--- src/sv/gli_pkg.sv ---
// shared types and constants of the gap limited time interpolator
`default_nettype none
package gli_pkg;
   localparam int DEPTH_DEF = 256;
   localparam logic [15:0] GAP_RESET = 16'd180;
   localparam logic signed [31:0] HUNDRED_Q = 32'sd6553600;

   localparam logic [1:0] OP_LOAD  = 2'd0;
   localparam logic [1:0] OP_QUERY = 2'd1;
   localparam logic [1:0] OP_CLEAR = 2'd2;

   localparam logic [1:0] ST_VALID   = 2'd0;
   localparam logic [1:0] ST_MISSING = 2'd1;
   localparam logic [1:0] ST_SKIPPED = 2'd2;

   localparam logic [1:0] CLAMP_RANGE = 2'd1;
   localparam logic [1:0] CLAMP_DROP  = 2'd2;

   localparam logic [2:0] REG_MAX_GAP   = 3'd0;
   localparam logic [2:0] REG_WIN_START = 3'd1;
   localparam logic [2:0] REG_WIN_END   = 3'd2;
   localparam logic [2:0] REG_OBS_MODE  = 3'd3;
   localparam logic [2:0] REG_WALL      = 3'd4;
   localparam logic [2:0] REG_INTERP    = 3'd5;
   localparam logic [2:0] REG_CLAMP     = 3'd6;

   localparam int NUM_W = 48;

   typedef struct packed {
      logic [31:0]        t;
      logic signed [31:0] v;
      logic               miss;
   } entry_type;
endpackage
`default_nettype wire

--- src/sv/gli_div.sv ---
// restoring divider, one quotient bit per cycle
`default_nettype none
module gli_div import gli_pkg::*; (
   input  wire logic               clock,
   input  wire logic               reset,
   input  wire logic               start,
   input  wire logic [NUM_W-1:0]   dividend,
   input  wire logic [15:0]        divisor,
   output logic                    done,
   output logic [NUM_W-1:0]        quotient
);
   localparam int CNT_W = $clog2(NUM_W);

   logic [NUM_W-1:0] dvd_ff, dvd_in;
   logic [15:0]      rem_ff, rem_in, div_ff;
   logic [CNT_W-1:0] cnt_ff, cnt_in;
   logic             busy_ff, busy_in, done_ff, done_in;
   logic [16:0]      trial;

   always_comb begin
      dvd_in  = dvd_ff;
      rem_in  = rem_ff;
      cnt_in  = cnt_ff;
      busy_in = busy_ff;
      done_in = 1'b0;
      trial   = {rem_ff, dvd_ff[NUM_W-1]};
      if (start) begin
         dvd_in  = dividend;
         rem_in  = '0;
         cnt_in  = '0;
         busy_in = 1'b1;
      end else if (busy_ff) begin
         if (trial >= {1'b0, div_ff}) begin
            rem_in = 16'(trial - {1'b0, div_ff});
            dvd_in = {dvd_ff[NUM_W-2:0], 1'b1};
         end else begin
            rem_in = trial[15:0];
            dvd_in = {dvd_ff[NUM_W-2:0], 1'b0};
         end
         cnt_in = cnt_ff + 1'b1;
         if (cnt_ff == CNT_W'(NUM_W - 1)) begin
            busy_in = 1'b0;
            done_in = 1'b1;
         end
      end
   end

   always_ff @(posedge clock) begin
      if (reset) begin
         busy_ff <= 1'b0;
         done_ff <= 1'b0;
      end else begin
         busy_ff <= busy_in;
         done_ff <= done_in;
      end
      dvd_ff <= dvd_in;
      rem_ff <= rem_in;
      cnt_ff <= cnt_in;
      if (start) begin
         div_ff <= divisor;
      end
   end

   assign done     = done_ff;
   assign quotient = dvd_ff;
endmodule
`default_nettype wire

--- config.mk ---
export PLATFORM = sky130hd
export DESIGN_NAME = gli_div
export DESIGN_NICKNAME = d
export VERILOG_FILES = /design/src/sv/gli_pkg.sv /design/src/sv/gli_div.sv
export SDC_FILE = /design/constraint.sdc
export NUM_CORES = 1
export LEC_CHECK = 0
export BUFFER_PORTS_ARGS = -buffer_cell sky130_fd_sc_hd__buf_2
export CAP_MARGIN = 20
export CORE_MARGIN = 5
export CORE_UTILIZATION = 53
export CTS_BUF_LIST = sky130_fd_sc_hd__clkbuf_8 sky130_fd_sc_hd__clkbuf_16
export CTS_CLUSTER_SIZE = 30
export DETAILED_ROUTE_END_ITERATION = 16
export GPL_TIMING_DRIVEN = 0
export PLACE_DENSITY = 0.9
export SYNTH_ARGS = -nofsm -noshare
export SYNTH_HDL_FRONTEND = slang
export SYNTH_SLANG_ARGS = --single-unit
--- constraint.sdc ---
create_clock -name clock -period 3.2 [get_ports clock]
set_input_delay 0.64 -clock clock [delete_from_list [all_inputs] [get_ports clock]]
set_output_delay 0.64 -clock clock [all_outputs]
set_load 0.02 [all_outputs]
== Yosys cells after proc, flatten, opt, wreduce, memory -nomap -nowiden ==
Index checks and enable logic that the tools add are counted.

* Register bits after elaboration: 88
* Input bits: 67
* Output and inout bits: 49
* Logic and storage cells: 21

* $add $sub $neg: 2
* Magnitude comparators: 1
* Equality and inequality tests: 1
* Mux-type cells: 8
* Bitwise gates (word level): 1
* Reduce and logical (&&, ||, !) cells: 2

{| class="wikitable"
|+ Operators by type and width
! operator !! number
|-
| 2-to-1 mux 48 bit || 2
|-
| >= comparator 17 x 16 -> 1 bit || 1
|-
| 2-to-1 mux 16 bit || 1
|-
| subtractor 16 bit || 1
|-
| adder 6 x 1 -> 6 bit (second input constant) || 1
|-
| equality test 6 bit (second input constant) || 1
|-
| 2-to-1 mux 1 bit || 5
|-
| OR reduction 3 bit || 1
|-
| nonzero test 2 bit || 1
|-
| NOT 1 bit || 1
|}

== Depth between registers and ports, before layout ==
* Word-level depth: 4
* Depth in mapped cells: 9
* Gate-level depth less buffers: 9

== Worst setup path after synthesis ==
No wires, ideal clock.

* Path type: input to register
* Start: input port start
* End: register dvd_ff[0], in the netlist quotient[0], enable pin
* Library setup time: 0.406 ns
* Arrival: 2.077 ns
* Required time: 2.794 ns
* Setup slack: 0.716 ns
* Stages on the path: 3
* Buffers on the path: 1
* Cells stage by stage: clkbuf_1 > inv_1 > nand2_1

* Word-level cells in the longest chain between the ends: 1

{| class="wikitable"
|+ RTL lines
! item !! line !! source
|-
| from (decl) || gli_div.sv:6 || <nowiki>input wire logic start,</nowiki>
|-
| nonzero test 2 bit (no line) || - ||
|-
| to (signal assigned) || gli_div.sv:56 || <nowiki>dvd_ff <= dvd_in;</nowiki>
|-
| to (decl) || gli_div.sv:14 || <nowiki>logic [NUM_W-1:0] dvd_ff, dvd_in;</nowiki>
|}

Every way passes these cells.
A chain may end at the register's enable or synchronous reset.

== Final worst setup path ==
* Start: register rem_ff[11]
* End: register dvd_ff[0], in the netlist quotient[0], data pin

* Word-level cells in the longest chain between the ends: 4

{| class="wikitable"
|+ RTL lines
! item !! line !! source
|-
| from (decl) || gli_div.sv:15 || <nowiki>logic [15:0] rem_ff, rem_in, div_ff;</nowiki>
|-
| from (signal assigned) || gli_div.sv:57 || <nowiki>rem_ff <= rem_in;</nowiki>
|-
| >= comparator 17 x 16 -> 1 bit || gli_div.sv:33 || <nowiki>if (trial >= {1'b0, div_ff}) begin</nowiki>
|-
| 2-to-1 mux 1 bit || gli_div.sv:33 ||
|-
| 2-to-1 mux 48 bit || gli_div.sv:32 || <nowiki>end else if (busy_ff) begin</nowiki>
|-
| 2-to-1 mux 48 bit || gli_div.sv:27 || <nowiki>if (start) begin</nowiki>
|-
| named net dvd_in[0] || gli_div.sv:14 ||
|}

The timed path passes the listed nets, and every way through them passes these cells. The select of a mux whose other input is x is not followed.

==> impl_results.md <==
- Status: finished clean
- Syn avg cell area: 12.1 um^2
- Root Buffer: clkbuf_8
- First-pass GRT wire length: 17400 um
- Final setup viols: 0
- Die Y: 103 um
- Avg Vias per Cell: 5.74
- Post-synth ARST share: 0
- Critical path capture point type: register
- Die Wd: 103 um
- Count of cell types in the netlist: 60
- Mapped Cells: 376
- Worst EP arrival: 2.66 ns
- MaxCap Viol Count: 0
- Boundary pin count: 116
- Clock latency on the worst-skew pair: 0.37 ns
- Number of global-route vias before repair: 3718
- Routed length per instance: 18.4 um
- Sequential area share after synthesis: 0.526
- Post-route ant nets: 0
- Drt pass-1 iters: 4
- Die Area: 10600 um^2
- Final HPWL DP: 8350 um
- Synth Flop Type: edfxtp_1
- Residual DRC: 0
- Hold buffers post-CTS: 0
- Worst slack, placed: 0.612 ns
- Num CTS Buffers: 9
- Top-area cell type share of the netlist area: 0.421
- Final min period: 2.54 ns
- # clock sinks: 88
- Pins Over Slew Limit: 0
- Initial antenna violation count: 0
- Worst path required time: 3.32 ns
- Total number of vias: 3511
- CTS tree: built
- Placement Rows: 33
- Synth Register Bits: 88
- Pwr Density: 527 nW/um^2
- Worst setup SP type: register
- Area after DPL: 5300 um^2
- Longest Clk Path Bufs: 2
- Synthesis Warnings: 0
- Layout cells sized above 1: 0.404
- Reg clk slew, reported paths: 0.09 ns
- Skew final: 0.0112 ns
- Drt total wl: 11300 um
- HP Class: in -> reg
- Post_cts resized: 0
- Most common cell in the synthesized netlist: edfxtp_1
- Area Overhead vs Synth: 20.7%
- Setup TNS: 0 ns
- Final total power: 0.00291 W
- Post-CTS setup buffers: 0
- Most frequent cells after synthesis: 64 x edfxtp_1, 48 x mux2_2, 34 x nor2_1
- Max-slew headroom: 0.586
- Synthesized Nets: 461
- CP max FO: 8
- Lkg Pwr: 2.30 nW
- Grt ovf: 0
- Netlist Area Pre-Place: 4570 um^2
- Core area: 8300 um^2
- Period utilisation layout: 0.793
- Post-synth EDFFs: 64
- Nets: 588
- Fin area: 5510 um^2
- Initial Utilization: 0.550
- I/O Buffers: 115
- RSZ-0062 raised after global routing: false
- Synth area leaders: edfxtp_1 42%, mux2_2 12%, dfxtp_1 11%, ha_1 4.7%, nor2_1 2.8%
- Total GRT Usage: 0.213
- Final Wtd Congestion: 0.832
- # diodes: 0
- Top cell type by total area after synthesis: edfxtp_1
- Iteration-0 DRC Markers: 312
- Largest net degree at the start of global routing: 39
- Fmax: 394 MHz
- Critical path class: reg -> reg
- Final Hold Fails: 0
- Max IR drop VDD: 0.341 mV
- Worst Slack Setup Final: 0.662 ns
- Worst Tran Pin Value: 0.621 ns
- H-tree levels: 3
-- flip-flops by register name (all words and copies together), names as in the netlist --
signal / flops
quotient: 48
done: 1
div_ff: 16
cnt_ff: 6
busy_ff: 1
rem_ff: 16
-- worst max-delay path, stage by stage, from the launching register on --
cell and delay, ns:
dfxtp_1 0.36, ha_1 0.40, a21oi_1 0.29, o21ai_1 0.14, or2_1 0.30, o211ai_4 0.31, nand2_1 0.19, mux2_2 0.31
-- through the flow --
| stage | utilization | instances | hold WS, ns |
|---|---|---|---|
| floorplan | - | 376 | 0.458 |
| global placement | 0.636 | 596 | 0.469 |
| detailed placement | 0.638 | 597 | 0.491 |
| CTS | 0.664 | 612 | 0.436 |
| global route | 0.664 | 612 | 0.432 |
| finish | 0.664 | 612 | 0.450 |
-- cells in the final DEF, fill, tap and decap left out, types with 5 or more instances in the layout --
cell type / n
o21ai_1: 7
a211oi_1: 5
buf_2: 115
edfxtp_1: 64
o21ai_0: 12
dfxtp_1: 24
nand3_2: 6
nand2_1: 17
a311oi_2: 7
inv_1: 19
xnor2_1: 6
a21oi_1: 11
clkbuf_8: 9
buf_1: 6
nor2_1: 34
ha_1: 17
clkbuf_1: 6
xor2_1: 9
a31oi_1: 6
mux2_2: 48
-- cells by family (layout without fill, tap and decap cells) --
group | after synthesis | in the layout | share of synthesized area
compound gates | 83 | 83 | 0.144
fa+ha+maj | 18 | 18 | 0.0509
buf+inv | 34 | 165 | 0.0304
xor+xnor | 15 | 15 | 0.0288
mux | 49 | 49 | 0.121
simple gates | 89 | 89 | 0.0997
flops | 88 | 88 | 0.526
-- final timing paths --
check | slack [ns] | endpoint | cells after the start | start
max reg2reg | 0.66 | quotient[0]$_DFFE_PP_ | 7 | rem_ff[11]$_SDFFE_PP0P_
min | 0.45 | div_ff[11]$_DFFE_PP_ | 1 | divisor[11]
max | 0.66 | quotient[0]$_DFFE_PP_ | 7 | rem_ff[11]$_SDFFE_PP0P_
min reg2reg | 0.50 | cnt_ff[5]$_SDFFE_PP0P_ | 2 | cnt_ff[5]$_SDFFE_PP0P_
-- area by class of cell --
type | count | area, um^2
plain buffers | 14 | 63.8
repair buffers | 116 | 596
clock buffers | 9 | 124
fillers | 578 | 2790
flip-flops and latches | 88 | 2400
well taps | 105 | 131
clock inverters | 6 | 91.3
multi-input cells | 254 | 2030
inverters | 20 | 75.1
-- routing by layer --
metal,share of wire,up-vias,global-route usage
met5,0,-,0
li1,-,1680,-
met2,0.52,143,0.373
met3,0.078,25,0.0460
met1,0.38,1663,0.254
met4,0.023,0,0.0896
-- power by group --
group          internal (W)  switching (W)  total (W)
clock              0.000442       0.000412   0.000854
combinational      0.000264       0.000385   0.000649
sequential          0.00134      0.0000599    0.00140
Power figures use the tool's default switching activity.
